--- src/design/lcdseq_pkg.sv ---
// ----------------------------------------------------------------------------
// lcdseq_pkg
// Shared types, constants and the init step table for the 4-bit LCD
// write sequencer.
// ----------------------------------------------------------------------------
package lcdseq_pkg;

  localparam int unsigned QUEUE_DEPTH = 2;

  localparam int unsigned ACTION_W = 3;
  localparam int unsigned HOLD_W   = 15;
  localparam int unsigned STEP_W   = 5;

  // Request codes on the action field.
  typedef enum logic [ACTION_W-1:0] {
    ACT_INIT   = 3'd0,
    ACT_CMD    = 3'd1,
    ACT_DATA   = 3'd2,
    ACT_CLEAR  = 3'd3,
    ACT_CURSOR = 3'd4,
    ACT_CUR_ON = 3'd5,
    ACT_BLINK  = 3'd6,
    ACT_NONE   = 3'd7
  } action_e;

  localparam logic [7:0] CMD_CLEAR    = 8'h01;
  localparam logic [7:0] CMD_CUR_ON   = 8'h0E;
  localparam logic [7:0] CMD_BLINK    = 8'h0F;

  localparam logic [HOLD_W-1:0] HOLD_EN_HIGH = 15'd3;
  localparam logic [HOLD_W-1:0] HOLD_EN_LOW  = 15'd50;
  localparam logic [HOLD_W-1:0] HOLD_LONG    = 15'd2050;
  localparam logic [HOLD_W-1:0] HOLD_PWR_UP  = 15'd20000;
  localparam logic [HOLD_W-1:0] HOLD_WAKE_1  = 15'd5050;
  localparam logic [HOLD_W-1:0] HOLD_WAKE_2  = 15'd150;

  localparam logic [STEP_W-1:0] BYTE_LAST_STEP = 5'd3;
  localparam logic [STEP_W-1:0] INIT_LAST_STEP = 5'd24;

  // One classified request waiting for the back end.
  typedef struct packed {
    logic       is_init;
    logic       sel;
    logic       long_tail;
    logic [7:0] data;
  } job_t;

  // One pin-state step on the LCD bus.
  typedef struct packed {
    logic [3:0]        nibble;
    logic              en;
    logic              sel;
    logic [HOLD_W-1:0] hold;
    logic              last;
  } step_t;

  // Power-up wake-up run: 8-bit mode nibbles, 4-bit switch, then function set,
  // display on, entry mode and clear.
  function automatic step_t init_step(logic [STEP_W-1:0] idx);
    step_t s;
    s = '{nibble: 4'h0, en: 1'b0, sel: 1'b0, hold: HOLD_EN_LOW, last: 1'b0};
    unique case (idx)
      5'd0:  s.hold = HOLD_PWR_UP;
      5'd1, 5'd3, 5'd5: begin
        s.nibble = 4'h3; s.en = 1'b1; s.hold = HOLD_EN_HIGH;
      end
      5'd2:  begin s.nibble = 4'h3; s.hold = HOLD_WAKE_1; end
      5'd4:  begin s.nibble = 4'h3; s.hold = HOLD_WAKE_2; end
      5'd6:  s.nibble = 4'h3;
      5'd7, 5'd9: begin s.nibble = 4'h2; s.en = 1'b1; s.hold = HOLD_EN_HIGH; end
      5'd8, 5'd10: s.nibble = 4'h2;
      5'd11: begin s.nibble = 4'h8; s.en = 1'b1; s.hold = HOLD_EN_HIGH; end
      5'd12: s.nibble = 4'h8;
      5'd13, 5'd17, 5'd21: begin s.en = 1'b1; s.hold = HOLD_EN_HIGH; end
      5'd14, 5'd18, 5'd22: s.nibble = 4'h0;
      5'd15: begin s.nibble = 4'hC; s.en = 1'b1; s.hold = HOLD_EN_HIGH; end
      5'd16: s.nibble = 4'hC;
      5'd19: begin s.nibble = 4'h6; s.en = 1'b1; s.hold = HOLD_EN_HIGH; end
      5'd20: s.nibble = 4'h6;
      5'd23: begin s.nibble = 4'h1; s.en = 1'b1; s.hold = HOLD_EN_HIGH; end
      5'd24: begin s.nibble = 4'h1; s.hold = HOLD_LONG; s.last = 1'b1; end
      default: s.last = 1'b1;
    endcase
    return s;
  endfunction

endpackage

--- src/design/lcdseq_front.sv ---
// ----------------------------------------------------------------------------
// lcdseq_front
// Decodes a request beat into a job for the step generator. Unused action
// codes are swallowed here and produce no job.
// ----------------------------------------------------------------------------
module lcdseq_front (
  input  logic [23:0]         req_data_i,
  output lcdseq_pkg::job_t    job_o,
  output logic                job_valid_o
);

  lcdseq_pkg::action_e action;
  logic [7:0]          value;
  logic [5:0]          column;
  logic                row;

  assign action = lcdseq_pkg::action_e'(req_data_i[2:0]);
  assign value  = req_data_i[10:3];
  assign column = req_data_i[16:11];
  assign row    = req_data_i[17];

  always_comb begin
    job_o       = '{is_init: 1'b0, sel: 1'b0, long_tail: 1'b0, data: value};
    job_valid_o = 1'b1;
    unique case (action)
      lcdseq_pkg::ACT_INIT:   job_o.is_init = 1'b1;
      lcdseq_pkg::ACT_CMD:    job_o.data = value;
      lcdseq_pkg::ACT_DATA:   job_o.sel = 1'b1;
      lcdseq_pkg::ACT_CLEAR: begin
        job_o.data      = lcdseq_pkg::CMD_CLEAR;
        job_o.long_tail = 1'b1;
      end
      // DDRAM address: 0x80 + column on the top row, 0xC0 + column below.
      lcdseq_pkg::ACT_CURSOR: job_o.data = {1'b1, row, column};
      lcdseq_pkg::ACT_CUR_ON: job_o.data = lcdseq_pkg::CMD_CUR_ON;
      lcdseq_pkg::ACT_BLINK:  job_o.data = lcdseq_pkg::CMD_BLINK;
      default:                job_valid_o = 1'b0;
    endcase
  end

endmodule

--- src/design/lcdseq_fifo.sv ---
// ----------------------------------------------------------------------------
// lcdseq_fifo
// Small job queue between the request decoder and the step generator.
// ----------------------------------------------------------------------------
module lcdseq_fifo #(
  parameter int unsigned Depth = lcdseq_pkg::QUEUE_DEPTH
) (
  input  logic             clk_i,
  input  logic             rst_ni,
  input  logic             push_i,
  input  lcdseq_pkg::job_t push_data_i,
  output logic             full_o,
  input  logic             pop_i,
  output lcdseq_pkg::job_t pop_data_o,
  output logic             empty_o
);

  localparam int unsigned PtrW = (Depth > 1) ? $clog2(Depth) : 1;
  localparam int unsigned CntW = $clog2(Depth + 1);
  localparam logic [PtrW-1:0] PtrLast = PtrW'(Depth - 1);

  lcdseq_pkg::job_t mem_q [Depth];
  logic [PtrW-1:0]  wr_ptr_q, wr_ptr_d, rd_ptr_q, rd_ptr_d;
  logic [CntW-1:0]  count_q, count_d;
  logic             do_push, do_pop;

  assign full_o     = (count_q == CntW'(Depth));
  assign empty_o    = (count_q == '0);
  assign do_push    = push_i && !full_o;
  assign do_pop     = pop_i && !empty_o;
  assign pop_data_o = mem_q[rd_ptr_q];

  always_comb begin
    wr_ptr_d = wr_ptr_q;
    rd_ptr_d = rd_ptr_q;
    count_d  = count_q;
    if (do_push) begin
      wr_ptr_d = (wr_ptr_q == PtrLast) ? '0 : wr_ptr_q + 1'b1;
    end
    if (do_pop) begin
      rd_ptr_d = (rd_ptr_q == PtrLast) ? '0 : rd_ptr_q + 1'b1;
    end
    if (do_push && !do_pop) begin
      count_d = count_q + 1'b1;
    end else if (do_pop && !do_push) begin
      count_d = count_q - 1'b1;
    end
  end

  always_ff @(posedge clk_i or negedge rst_ni) begin
    if (!rst_ni) begin
      wr_ptr_q <= '0;
      rd_ptr_q <= '0;
      count_q  <= '0;
    end else begin
      wr_ptr_q <= wr_ptr_d;
      rd_ptr_q <= rd_ptr_d;
      count_q  <= count_d;
    end
  end

  always_ff @(posedge clk_i) begin
    if (do_push) begin
      mem_q[wr_ptr_q] <= push_data_i;
    end
  end

endmodule

--- src/design/lcdseq_back.sv ---
// ----------------------------------------------------------------------------
// lcdseq_back
// Walks the job at the queue head one step per cycle into an output register, holding while a step waits on the sink.
// ----------------------------------------------------------------------------
module lcdseq_back (
  input  logic             clk_i,
  input  logic             rst_ni,
  input  lcdseq_pkg::job_t job_i,
  input  logic             job_empty_i,
  output logic             job_pop_o,
  output lcdseq_pkg::step_t step_o,
  output logic             step_valid_o,
  input  logic             step_ready_i
);

  logic [lcdseq_pkg::STEP_W-1:0] idx_q, idx_d;
  logic                          out_valid_q, out_valid_d;
  lcdseq_pkg::step_t             out_q, cur_step;
  logic                          advance;

  // A byte goes out as four steps: high nibble with enable high then low,
  // then the low nibble the same way.
  always_comb begin
    if (job_i.is_init) begin
      cur_step = lcdseq_pkg::init_step(idx_q);
    end else begin
      cur_step.nibble = idx_q[1] ? job_i.data[3:0] : job_i.data[7:4];
      cur_step.en     = ~idx_q[0];
      cur_step.sel    = job_i.sel;
      cur_step.last   = (idx_q == lcdseq_pkg::BYTE_LAST_STEP);
      if (!idx_q[0]) begin
        cur_step.hold = lcdseq_pkg::HOLD_EN_HIGH;
      end else if (cur_step.last && job_i.long_tail) begin
        cur_step.hold = lcdseq_pkg::HOLD_LONG;
      end else begin
        cur_step.hold = lcdseq_pkg::HOLD_EN_LOW;
      end
    end
  end

  assign advance   = !job_empty_i && (!out_valid_q || step_ready_i);
  assign job_pop_o = advance && cur_step.last;

  always_comb begin
    idx_d       = idx_q;
    out_valid_d = out_valid_q;
    if (advance) begin
      out_valid_d = 1'b1;
      idx_d       = cur_step.last ? '0 : idx_q + 1'b1;
    end else if (step_ready_i) begin
      out_valid_d = 1'b0;
    end
  end

  always_ff @(posedge clk_i or negedge rst_ni) begin
    if (!rst_ni) begin
      idx_q       <= '0;
      out_valid_q <= 1'b0;
    end else begin
      idx_q       <= idx_d;
      out_valid_q <= out_valid_d;
    end
  end

  always_ff @(posedge clk_i) begin
    if (advance) begin
      out_q <= cur_step;
    end
  end

  assign step_o       = out_q;
  assign step_valid_o = out_valid_q;

endmodule

--- src/design/char_lcd_nibble_write_sequencer.sv ---
// ----------------------------------------------------------------------------
// char_lcd_nibble_write_sequencer
// Expands LCD requests into pin-state steps for a 4-bit character LCD bus.
// ----------------------------------------------------------------------------
// Each accepted request beat is decoded and queued; the step generator then
// emits one step beat per cycle while the sink is ready. A byte request
// (command, character, clear, cursor set, cursor on, blink) produces four
// steps; init produces 25 steps. The step generator, one step per cycle,
// sets the sustained rate while the sink is ready. Requests are
// taken while the job queue has room, so a new request enters while the
// previous one is still being stepped out. Action code 7 produces no steps.
// The last step of each request's run carries tlast. Read/write is not driven
// here and belongs low on the board.
module char_lcd_nibble_write_sequencer #(
  parameter int unsigned QueueDepth = lcdseq_pkg::QUEUE_DEPTH
) (
  input  logic        clk_i,
  input  logic        rst_ni,
  input  logic        s_axis_tvalid_i,
  output logic        s_axis_tready_o,
  // [2:0] action, [10:3] value, [16:11] column, [17] row, [23:18] zero
  input  logic [23:0] s_axis_tdata_i,
  output logic        m_axis_tvalid_o,
  input  logic        m_axis_tready_i,
  // [3:0] nibble, [4] enable_level, [5] select_level, [20:6] hold_us,
  // [23:21] zero
  output logic [23:0] m_axis_tdata_o,
  output logic        m_axis_tlast_o
);

  lcdseq_pkg::job_t  dec_job, head_job;
  lcdseq_pkg::step_t step;
  logic              dec_valid, q_full, q_empty, q_pop;

  lcdseq_front u_front (
    .req_data_i  (s_axis_tdata_i),
    .job_o       (dec_job),
    .job_valid_o (dec_valid)
  );

  lcdseq_fifo #(
    .Depth (QueueDepth)
  ) u_fifo (
    .clk_i       (clk_i),
    .rst_ni      (rst_ni),
    .push_i      (s_axis_tvalid_i && dec_valid),
    .push_data_i (dec_job),
    .full_o      (q_full),
    .pop_i       (q_pop),
    .pop_data_o  (head_job),
    .empty_o     (q_empty)
  );

  lcdseq_back u_back (
    .clk_i        (clk_i),
    .rst_ni       (rst_ni),
    .job_i        (head_job),
    .job_empty_i  (q_empty),
    .job_pop_o    (q_pop),
    .step_o       (step),
    .step_valid_o (m_axis_tvalid_o),
    .step_ready_i (m_axis_tready_i)
  );

  assign s_axis_tready_o = !q_full;
  assign m_axis_tdata_o  = {3'b000, step.hold, step.sel, step.en, step.nibble};
  assign m_axis_tlast_o  = step.last;

endmodule
--- config.mk ---
export PLATFORM = sky130hd
export DESIGN_NAME = char_lcd_nibble_write_sequencer
export DESIGN_NICKNAME = d
export VERILOG_FILES = /design/src/design/lcdseq_pkg.sv /design/src/design/lcdseq_front.sv /design/src/design/lcdseq_fifo.sv /design/src/design/lcdseq_back.sv /design/src/design/char_lcd_nibble_write_sequencer.sv
export SDC_FILE = /design/constraint.sdc
export NUM_CORES = 1
export LEC_CHECK = 0
export BUFFER_PORTS_ARGS = -buffer_cell sky130_fd_sc_hd__buf_4
export CAP_MARGIN = 20
export CORE_MARGIN = 1.5
export CORE_UTILIZATION = 50
export DETAILED_ROUTE_END_ITERATION = 8
export GPL_TIMING_DRIVEN = 0
export PLACE_DENSITY = 0.74
export SYNTH_ARGS = -nofsm -noshare
export SYNTH_HDL_FRONTEND = slang
export SYNTH_SLANG_ARGS = --single-unit
--- constraint.sdc ---
create_clock -name clk_i -period 3 [get_ports clk_i]
set_input_delay 0.6 -clock clk_i [delete_from_list [all_inputs] [get_ports clk_i]]
set_output_delay 0.6 -clock clk_i [all_outputs]
set_load 0.02 [all_outputs]
# Word-level counts from Yosys, hierarchy flattened

Memories as Yosys holds them, arrays and structs flattened.
Index checks and enable logic that the tools add are counted.

$add $sub $neg: 5
Multiply operators: 0
Div/mod/pow operators: 0
Magnitude comparators: 0
Equal/unequal tests: 31
Shifts and indexed selects: 0
Mux-type cells: 22
Bitwise logic cells: 1
Reductions and logical operators: 28

Operators with widths:

| operator              | number |
|---|---|
| $pmux W15 S5          | 1 |
| $eq A5 B5 Y1 const B  | 9 |
| $eq A5 B4 Y1 const B  | 8 |
| $pmux W8 S4           | 1 |
| $pmux W4 S6           | 1 |
| $reduce_or A24 Y1     | 1 |
| $mux W22              | 1 |
| $eq A5 B3 Y1 const B  | 4 |
| $mux W15              | 1 |
| $mux W1               | 12 |
| $mux W12              | 1 |
| $reduce_or A12 Y1     | 1 |
| $eq A5 B2 Y1 const B  | 2 |
| $eq A3 B3 Y1 const B  | 3 |
| $logic_and A1 B1 Y1   | 8 |
| $reduce_or A2 Y1      | 4 |
| $reduce_or A7 Y1      | 1 |
| $eq A3 B2 Y1 const B  | 2 |
| $reduce_or A6 Y1      | 1 |
| $add A5 B1 Y5 const B | 1 |
| $eq A5 B1 Y1 const B  | 1 |
| $logic_not A1 Y1      | 5 |
| $logic_not A5 Y1      | 1 |
| $mux W5               | 1 |
| other kinds (13)      | 16 |

Flip-flop bits (word level): 32
Bits in latches: 0
Memory bits (writable): 22
Bits in read-only memories: 0
Input port bits: 28
Output and inout port bits: 27
Logic and storage cells: 98
Memories kept: 1

Memory list:

| memory       | depth | bits a word | read ports | clocked after memory_dff | write ports | line              | RTL |
|---|---|---|---|---|---|---|---|
| u_fifo.mem_q | 2     | 11          | 1          | 0                        | 1           | lcdseq_fifo.sv:22 | `lcdseq_pkg::job_t mem_q [Depth];` |

# Longest topological paths before layout

Word-level depth: 10
Gate-level depth with buffers: 11
Gate-level depth less buffers: 10

# Cells and area by module

From an unflattened synthesis, not the netlist that was laid out.

Cell total of the unflattened synthesis: 224
Area, all modules: 2625.0 um^2

By module, submodules not included:

| module                          | instances | cells each | area an instance (um^2) | seq. area each (um^2) |
|---|---|---|---|---|
| lcdseq_back                     | 1         | 129        | 1365.1                  | 660.6 |
| lcdseq_fifo                     | 1         | 53         | 1002.2                  | 760.7 |
| lcdseq_front                    | 1         | 36         | 221.5                   | 0.0 |
| char_lcd_nibble_write_sequencer | 1         | 6          | 36.3                    | 0.0 |

# Worst setup path after synthesis

No wires, ideal clock.

Path kind: register -> register
From: reg u_back.idx_q[1] in the netlist's numbering
To: reg u_fifo.count_q[1]
Library setup time: 79 ps
Arrival: 2380 ps
Data required time: 2921 ps
Slack: 540 ps
Cell stages (with the launch flop): 12
Path buffers: 1
Period minus slack after synthesis: 2460 ps
Path through: dfrtp_1 -> clkbuf_1 -> inv_1 -> ha_1 -> nor2b_1 -> nor4_4 -> nand3_1 -> a211o_1 -> ha_1 -> xor2_1 -> nor2_1 -> xor2_1

Word-level cells in the longest chain between the ends: 9
Elaborated cells between the ends (all ways): 34
Those cells by class: eq/ne (23); mux (3); reduce/logical (8)

RTL lines:

| what                                                 | line              | RTL |
|---|---|---|
| start: declaration                                   | lcdseq_back.sv:16 | `logic [lcdseq_pkg::STEP_W-1:0] idx_q, idx_d;` |
| start signal: assignment                             | lcdseq_back.sv:60 | `idx_q <= idx_d;` |
| $eq A5 B4 Y1, or another cell as far along           | lcdseq_pkg.sv:62  | `unique case (idx)` |
| $reduce_or A24 Y1 (no line)                          | n/a               |  |
| $mux W1                                              | lcdseq_pkg.sv:62  |  |
| $mux W22 (*)                                         | lcdseq_back.sv:24 | `if (job_i.is_init) begin` |
| $logic_and A1 B1 Y1 (*)                              | lcdseq_back.sv:42 | `assign job_pop_o = advance && cur_step.last;` |
| $logic_and A1 B1 Y1 (*)                              | lcdseq_fifo.sv:30 | `assign do_pop = pop_i && !empty_o;` |
| $logic_not A1 Y1                                     | lcdseq_fifo.sv:43 | `if (do_push && !do_pop) begin` |
| $logic_and A1 B1 Y1                                  | lcdseq_fifo.sv:43 |  |
| $mux W2 / $reduce_bool A2 Y1 (equally long branches) | n/a               |  |
| end signal: assignment                               | lcdseq_fifo.sv:58 | `count_q <= count_d;` |
| end: declaration                                     | lcdseq_fifo.sv:24 | `logic [CntW-1:0] count_q, count_d;` |

Mark *: on every way between the ends. The rest lies on a longest branch, timed or not.
A chain may end at the register's enable or synchronous reset.

# Worst setup path in the final report

Same ends and word-level chain as after synthesis.

==> reports/results.tsv <==
metric	value	unit
status	complete, no violations	
cp_max_fo	7	
yosysWarnings	0	
ant_nets	0	
vias	1942	
clk_latency	0.30	ns
crit_path_end_kind	register	
syn_area	2630	sq um
synth_area_per_cell	11.1	sq um
grt_max_degree	20	
clkTransAtPathRegs	0.09	ns
cts_buffers	5	
place_ws	0.177	ns
cts_buffer_depth	2	
synth-main-ff-cell	edfxtp_1	
fillerInstances	442	
gr-usage-all-layers	19.3	%
hold_buffers	0	
hold_path.class	in2async	
drive_above_1_share	25.1	%
postCtsSetupRepairBufs	0	
yosys.area_share.simple	15.5	%
p_leak	0.00123	uW
relSlewSlack	39.6	%
dpl_cell_area	3040	sq um
setup-violations-final	0	
grt_pass1_vias	1788	
tritoncts	built	
layout.nets	324	
fin_crit_sh	89.4	%
yosys.cell_count.top_type	edfxtp_1	
power_density	1070	nW/um^2
syn_inst	237	
rows	26	
multiInputGateArea	1070	sq um
seq_area	1420	sq um
synthTopCellsByCount	39 x edfxtp_1, 24 x nor2_1, 22 x nand2_1	
yosys-top-cells-area	edfxtp_1 45%, dfrtp_1 9.5%, mux4_2 3.4%, nor2_1 3.4%, nand2_1 3.1%	
viasPerCell	5.38	
finalHoldViolations	0	
slew_violations	0	
drc	0	
fin_crit	2.68	ns
placed_cells	353	
yosys.area.top_type	edfxtp_1	
worst_slack	0.317	ns
dpl.hpwl	3.82	mm
stdcell_area	3180	sq um
synth_xor_area_share	2.34	%
async_reset_ff_share	20.4	%
antenna_cells	0	
first_pass_iters	5	
htreeDepth	2	
cts_sinks	49	
synth_mux_area_share	5.62	%
critPathRequiredTime	3.23	ns
synth_cell_types	47	
synth-compound-area-share	13.8	%
path_class	reg2reg	
antenna_found_initial	0	
rsz0062_at_grt	false	
coreArea	5070	sq um
yosysTopAreaCellShare	44.6	%
worst_pin_slew	0.903	ns
gp_congestion	0.895	
ir_worst_vdd	627	uV
drt-total-wl	4.94	mm
ios	55	
synthAdderAreaFrac	2.86	%
clock_skew	0.00630	ns
ys_ff_latch	49	
die_w	75.5	um
synth_edf_count	39	
start_kind	register	
area_growth	21.2	%
tns	0	ns
cts-root-buf	clkbuf_8	
dieArea	5690	sq um
first_iter_violations	181	
arrival	2.92	ns
dieHeight	75.5	um
routedWlPerCell	13.7	um
ys_seq_area_share	54.1	%
io_buffers	42	
fin_cells	361	
max_freq	373	MHz
synth_top_family_by_area	simple AND/OR/NAND/NOR gates	
start_util	51.7	%
grt_overflow	0	
grt_pass1_wl	8.15	mm
cap_viol_max_count	0	
-- cell type report --
| type | instances | area share [%] |
|---|---|---|
| buffer | 21 | 3.74 |
| clock inverter | 3 | 2.16 |
| timing repair buffer | 42 | 9.91 |
| tap | 70 | 2.75 |
| inverter | 8 | 0.944 |
| sequential | 49 | 44.7 |
| clock buffer | 5 | 2.16 |
| multi-input combinational | 163 | 33.7 |
-- path summary, 6_finish.rpt --
| kind | startpoint | end | slack, ns | depth (start not counted) |
|---|---|---|---|---|
| hold reg to reg | u_fifo.wr_ptr_q | u_fifo.wr_ptr_q | 0.50 | 1 |
| hold / removal | rst_ni | u_back.step_valid_o | 0.11 | 1 |
| setup / recovery | u_back.idx_q[1] | u_fifo.count_q[1] | 0.32 | 10 |
| setup reg to reg | u_back.idx_q[1] | u_fifo.count_q[1] | 0.32 | 10 |
| min in group clk_i | u_fifo.wr_ptr_q | u_fifo.wr_ptr_q | 0.50 | 1 |
| max in group asynchronous | rst_ni | u_back.idx_q[1] | 2.76 | 1 |
-- power breakdown --
group	internal (uW)	leakage [uW]	switching [uW]	total, uW
Clock	335	0.0000687	219	554
Combinational	686	0.000671	995	1680
Sequential	1060	0.000493	105	1170
Total	2080	0.00123	1320	3400
-- per-layer routing --
layer / share of wire (%) / wire, um / global-route usage, % / up-vias
met1: 43 / 2150 / 23.7 / 901
met3: 5.0 / 248 / 4.23 / 7
met2: 51 / 2500 / 33.4 / 71
li1: - / - / - / 963
met4: 0.97 / 48 / 6.94 / 0
met5: 0 / 0 / 0 / -
-- timing repair --
action                                  4_1_cts  5_1_grt
gates resized for setup                       0        2
endpoints found under the setup margin        0        1
endpoints found under the hold margin         0        0
-- per-stage QoR --
step | total power, uW | utilization, % | hold slack, ns
after floorplan | 2370 | - | 0.304
after global placement | 2840 | 60.0 | 0.436
after detailed placement | 2860 | 60.0 | 0.439
after CTS | 3410 | 62.7 | 0.106
after global routing | 3630 | 62.7 | 0.109
final | 3400 | 62.7 | 0.106
-- state kept, by name, summed over array words and instances, names as in the netlist --
signal and count:
u_fifo.count_q 2, u_fifo.mem_q 22, u_fifo.rd_ptr_q 1, u_back.idx_q 5, u_back.step_o 17, u_fifo.wr_ptr_q 1, u_back.step_valid_o 1
-- cell families after synthesis --
kind of cell	Yosys count
simple gates	82
compound gates	54
flops	49
buf+inv	29
mux	9
xor+xnor	7
fa+ha+maj	6
other cells	1
-- cell usage in the layout, fill, tap and decap left out, types with 2 or more instances in the layout --
cell       Yosys  routed
o21a_1         3       3
bufinv_16      0       2
ha_1           6       6
a22oi_1        6       6
nand2b_1       3       3
mux4_2         4       4
a21oi_1       10      10
clkbuf_1       9       8
or3_1          2       2
buf_4          8      50
a41oi_1        2       2
nor2b_1        6       6
and2_1         2       2
o211ai_1       4       4
nor3_1         7       7
nand2_1       22      22
o21ai_1        2       2
a31oi_1        4       4
o31ai_1        2       2
o2bb2ai_1      2       2
xnor2_1        5       5
mux2_2         3       3
buf_1          2       2
inv_1          8       8
edfxtp_1      39      39
o21ai_0       11      11
clkbuf_8       0       5
xor2_1         2       2
dfrtp_1       10      10
nor3b_1        3       3
conb_1         1       5
nand3_1        9       9
nor2_1        24      24
-- critical path, stage by stage (launching register included) --
cell and delay [ns]:
dfrtp_1 0.40, clkbuf_2 0.23, inv_1 0.09, ha_1 0.24, nor2b_1 0.18, nor4_4 0.30
a22oi_1 0.18, a211o_1 0.36, ha_1 0.34, nor2_1 0.14, xor2_1 0.15
Power figures use the tool's default switching activity.
